$ cat config.mk
export PLATFORM = sky130hd
export DESIGN_NAME = omwpm_sine_lane
export DESIGN_NICKNAME = d
export VERILOG_FILES = /design/src/rtl/omwpm_pkg.sv /design/src/rtl/omwpm_sine_lane.sv
export SDC_FILE = /design/constraint.sdc
export NUM_CORES = 2
export LEC_CHECK = 0
export BUFFER_PORTS_ARGS = -buffer_cell sky130_fd_sc_hd__clkbuf_2
export CORE_MARGIN = 4
export CORE_UTILIZATION = 30
export CTS_BUF_LIST = sky130_fd_sc_hd__clkbuf_8
export DETAILED_ROUTE_END_ITERATION = 10
export PLACE_DENSITY = 0.46
export SLEW_MARGIN = 25
export SYNTH_ARGS = -nofsm -noshare
export SYNTH_HDL_FRONTEND = slang
export SYNTH_SLANG_ARGS = --single-unit
$ cat constraint.sdc
create_clock -name clk -period 9.2 [get_ports clk]
set_clock_uncertainty 0.1 [all_clocks]
set_input_delay 1.84 -clock clk [delete_from_list [all_inputs] [get_ports clk]]
set_output_delay 1.84 -clock clk [all_outputs]
set_load 0.005 [all_outputs]
$ cat src/rtl/omwpm_pkg.sv
// ----------------------------------------------------------------------------
// omwpm_pkg
// Shared widths, constants, register indexes and the divider sideband word
// for the omni-wheel power mixer.
// ----------------------------------------------------------------------------
package omwpm_pkg;

  // field and datapath widths
  localparam int ANG_W  = 16;   // binary angle
  localparam int SIN_W  = 15;   // Q14 sine magnitude, 0..16384
  localparam int NUM_W  = 23;   // |sine| * speed
  localparam int QUO_W  = 24;   // scaled power, Q16, below 256 << 16
  localparam int CORR_W = 32;   // heading correction, Q16

  // configuration register indexes
  localparam logic [2:0] REG_ANGLE_A = 3'd0;
  localparam logic [2:0] REG_ANGLE_B = 3'd1;
  localparam logic [2:0] REG_ANGLE_C = 3'd2;
  localparam logic [2:0] REG_ANGLE_D = 3'd3;
  localparam logic [2:0] REG_GAIN    = 3'd4;

  // register reset values
  localparam logic [ANG_W-1:0] ANGLE_A_RST = 16'd8192;
  localparam logic [ANG_W-1:0] ANGLE_B_RST = 16'd24576;
  localparam logic [ANG_W-1:0] ANGLE_C_RST = 16'd40960;
  localparam logic [ANG_W-1:0] ANGLE_D_RST = 16'd57344;

  // sine polynomial coefficients, Q14
  localparam logic [SIN_W-1:0] SIN_A = 15'd25736;
  localparam logic [SIN_W-1:0] SIN_B = 15'd10512;
  localparam logic [SIN_W-1:0] SIN_C = 15'd1160;

  // power limit in Q16 and duty center
  localparam logic signed [32:0] POWER_LIM_Q16 = 33'sd16711680;
  localparam logic signed [8:0]  POWER_MAX     = 9'sd255;
  localparam logic [8:0]         DUTY_CENTER   = 9'd256;

  // per-wheel word that rides along the divider pipeline
  typedef struct packed {
    logic                     neg;
    logic                     zero;
    logic signed [CORR_W-1:0] corr;
    logic [1:0]               idx;
    logic                     last;
  } div_side_t;

endpackage

$ cat src/rtl/omwpm_sine_lane.sv
// ----------------------------------------------------------------------------
// omwpm_sine_lane
// Five-stage Q14 sine magnitude of one wheel's angle difference: fold,
// square, then the three multiply steps of the odd polynomial.
// ----------------------------------------------------------------------------
module omwpm_sine_lane
  import omwpm_pkg::*;
(
  input  logic             clk,
  input  logic [ANG_W-1:0] diff,
  output logic [SIN_W-1:0] mag,
  output logic             neg
);

  logic [SIN_W-1:0] z1_r, z1_nxt;
  logic             neg1_r, neg1_nxt;
  logic [SIN_W-1:0] z2_r, z2_nxt, za2_r;
  logic             neg2_r;
  logic [SIN_W-1:0] y1_r, y1_nxt, z2b_r, za3_r;
  logic             neg3_r;
  logic [SIN_W-1:0] y3_r, y3_nxt, za4_r;
  logic             neg4_r;
  logic [SIN_W-1:0] mag_r, mag_nxt;
  logic             neg5_r;
  logic [29:0]      p2, p3, p4, p5;

  // fold the signed angle into a quarter turn
  always_comb begin
    logic signed [17:0] s;
    logic signed [17:0] f;
    s = 18'($signed(diff));
    if (s > 18'sd16384) begin
      f = 18'sd32768 - s;
    end else if (s < -18'sd16384) begin
      f = -18'sd32768 - s;
    end else begin
      f = s;
    end
    neg1_nxt = f[17];
    z1_nxt   = f[17] ? SIN_W'(-f) : SIN_W'(f);
  end

  // polynomial steps, one multiplier per stage
  assign p2      = 30'(z1_r) * 30'(z1_r);
  assign z2_nxt  = p2[28:14];
  assign p3      = 30'(SIN_C) * 30'(z2_r);
  assign y1_nxt  = SIN_B - SIN_W'(p3[25:14]);
  assign p4      = 30'(y1_r) * 30'(z2b_r);
  assign y3_nxt  = SIN_A - p4[28:14];
  assign p5      = 30'(y3_r) * 30'(za4_r);
  assign mag_nxt = p5[28:14];

  always_ff @(posedge clk) begin
    z1_r   <= z1_nxt;
    neg1_r <= neg1_nxt;
    z2_r   <= z2_nxt;
    za2_r  <= z1_r;
    neg2_r <= neg1_r;
    y1_r   <= y1_nxt;
    z2b_r  <= z2_r;
    za3_r  <= za2_r;
    neg3_r <= neg2_r;
    y3_r   <= y3_nxt;
    za4_r  <= za3_r;
    neg4_r <= neg3_r;
    mag_r  <= mag_nxt;
    neg5_r <= neg4_r;
  end

  assign mag = mag_r;
  assign neg = neg5_r;

endmodule

==> summary.txt <==
Run status
  – Status: completed

Synthesis
  – Yosys cell types: 84
  – Syn_area_per_cell: 9.35 um^2
  – Mapped cell area: 24700 um^2
  – Cells after synthesis: 2642
  – Net count after synthesis: 3438
  – Synth top area share: 37.4%
  – Top post-synthesis cells by area: fa_1 (37%), ha_1 (16%), dfxtp_1 (11%)
  – Yosys reg bits: 139
  – Most common cell in the synthesized netlist: inv_1
  – Top cells by count, synth: inv_1 (567), fa_1 (462), ha_1 (317)
  – Synth Flop Type: dfxtp_1
  – Async S/R FF share, synth: 0%
  – Yosys warns: 0
  – Sequential area share after synthesis: 11.3%
  – Cell taking the most area after synthesis: fa_1
  – Post-synth EDFFs: 0

Hold path
  – Worst hold-check path type: register to register
  – Hold path depth: 0
  – Hold endpoint: za4_r[10]
  – Min-delay src: za3_r[10]

Timing
  – Actual slew at the worst max-slew pin: 0.869 ns
  – Tcrit/Tclk final: 80.4%
  – RSZ-0062 raised after global routing: no
  – Setup violators final: 0
  – Total negative slack: 0 ns
  – Min Tclk post-route: 7.39 ns
  – FMAX: 135 MHz
  – Final Max Tran Viols: 0
  – Max-Slew Margin vs Limit: 42.0%
  – Fin. Hold Viols: 0

Drt
  – Wire length per cell: 15.7 um
  – Post-Route WL: 58000 um
  – DRT antenna net count: 0
  – DRC viols: 0
  – Via count: 16800
  – Initial drt markers: 612
  – Vias per std cell: 4.55
  – Pre-antenna DRT Iters: 5

Placed design
  – DP HPWL: 47900 um
  – Final Wtd Congestion: 0.793
  – Port-buffer cells: 32

Job
  – Max-cap violations: 0

Die
  – Width of the die: 295 um
  – Core ar.: 81100 um^2
  – Die H: 295 um
  – IO Pins: 33
  – Die ar.: 87000 um^2
  – Cell Rows: 104
  – Initial Utilization: 30.5%

Clocking
  – Clock Path Buffers: 2
  – Inserted Clock Buffers: 17
  – Clk Latency, worst-skew pair: 0.54 ns
  – Clock Sinks: 139
  – Clk pin slew, worst setup/hold paths: 0.08 ns
  – TritonCTS clock tree: built
  – CTS Root Cell: clkbuf_8
  – Post-CTS Setup Bufs: 0
  – # resized after CTS: 0
  – Htree depth: 4
  – Hold-fix buffers, CTS: 0

Global route
  – Number of global-route vias before repair: 18500
  – Largest net degree at the start of global routing: 19
  – Initial antenna violation count: 1
  – Overflow after GRT: 0
  – Total track usage: 14.1%
  – Global-route wire length before repair: 97600 um

Worst setup path
  – CP max FO: 15
  – Setup crit start: y1_r[4]
  – RR Endpoint: y3_r[14]
  – Critical path class: register to register
  – Cells on worst reg2reg path: 21
  – R2r startpoint: y1_r[4]
  – CP Launch Type: register
  – Reg2reg setup slack: 1.81 ns
  – Critical path required time: 9.51 ns
  – Worst setup EP type: register
  – WP data arrival: 7.70 ns

Final layout
  – Layout cell share with drive strength beyond 1: 3.81%
  – Nets: 3409
  – Area Overhead vs Synth: 6.57%
-- worst max-delay path by stage --
stage	end	cells past startpoint
2_1_floorplan	y3_r[14]	29
4_1_cts	y3_r[14]	21
5_1_grt	y3_r[14]	22
6_report	y3_r[14]	21
3_5_place_dp	y3_r[14]	21
3_3_place_gp	y3_r[14]	21
-- cell families after synthesis --
logic type	after synthesis	synth area share [%]
AOI/OAI and AO/OA	211	5.91
xor gates and xnor gates	99	3.51
adders and majority gates	779	53.5
buffers and inverters	653	10.0
DFF	139	11.3
muxes	4	0.172
and+or+nand+nor	757	15.6
-- metal layers --
metal / track usage (%) / vias up / share of wire, % / wire [um]
met3: 1.93 / 42 / 2.6 / 1510
met2: 23.8 / 182 / 48 / 27600
li1: - / 8013 / - / -
met5: 0 / - / 0 / 0
met4: 3.27 / 0 / 1.5 / 862
met1: 19.3 / 8519 / 48 / 28000
-- flip-flops by register name, indices dropped and copies added (netlist names), 14 cells and up --
signal,flops
mag,15
y1_r,14
y3_r,15
z1_r,15
z2_r,15
z2b_r,15
za2_r,15
za3_r,15
za4_r,15
-- layout make-up --
| class | count | area, um^2 |
|---|---|---|
| Inverter | 568 | 2130 |
| Multi-Input combinational cell | 1850 | 19400 |
| Antenna cell | 1 | 2.50 |
| Clock buffer | 19 | 262 |
| Sequential cell | 139 | 2780 |
| Clock inverter | 12 | 173 |
| Tap cell | 1060 | 1330 |
| Fill cell | 8417 | 54700 |
| Timing Repair Buffer | 37 | 198 |
-- metrics by stage --
step	util (%)	instance area, um^2	hold WS (ns)	instances	setup slack, ns
after CTS	32.5	26300	0.219	3685	1.73
final	32.5	26300	0.221	3686	1.81
after global routing	32.5	26300	0.234	3686	1.38
after floorplan	-	24700	0.210	2642	2.61
after global placement	31.9	25900	0.210	3654	1.77
after detailed placement	31.9	25900	0.212	3654	1.75
-- critical path, stage by stage (launching register included) --
cell and delay, ns:
dfxtp_1 0.73, nand2_1 0.17, fa_1 0.56, inv_1 0.05
fa_1 0.47, fa_1 0.52, fa_1 0.52, fa_1 0.54
inv_1 0.05, fa_1 0.53, inv_1 0.04, ha_1 0.36
a21oi_1 0.26, o21a_1 0.28, o211ai_1 0.32, and3_1 0.28
o31ai_1 0.31, o2111ai_1 0.19, a211oi_1 0.38, o21ai_0 0.19
a221oi_1 0.30, nand3_1 0.10
-- cell usage in the layout, fill, tap and decap left out, types with 12 or more instances in the layout --
cell / netlist / routed
and2_1: 278 / 278
a211oi_1: 13 / 12
nand3_1: 22 / 22
o21ai_0: 30 / 30
a21oi_1: 63 / 63
nand2_1: 293 / 293
inv_1: 567 / 568
dfxtp_1: 139 / 139
xnor2_1: 63 / 63
o21a_1: 12 / 12
ha_1: 317 / 317
nor2_1: 68 / 68
and3_1: 12 / 12
clkbuf_2: 0 / 32
nor3_1: 18 / 18
xor2_1: 36 / 36
fa_1: 462 / 462
a21o_1: 18 / 18
clkbuf_8: 0 / 19
Power is left out: the tool's default activity adds up to more than one toggle a clock period on the data nets, which glitch-free logic cannot reach.
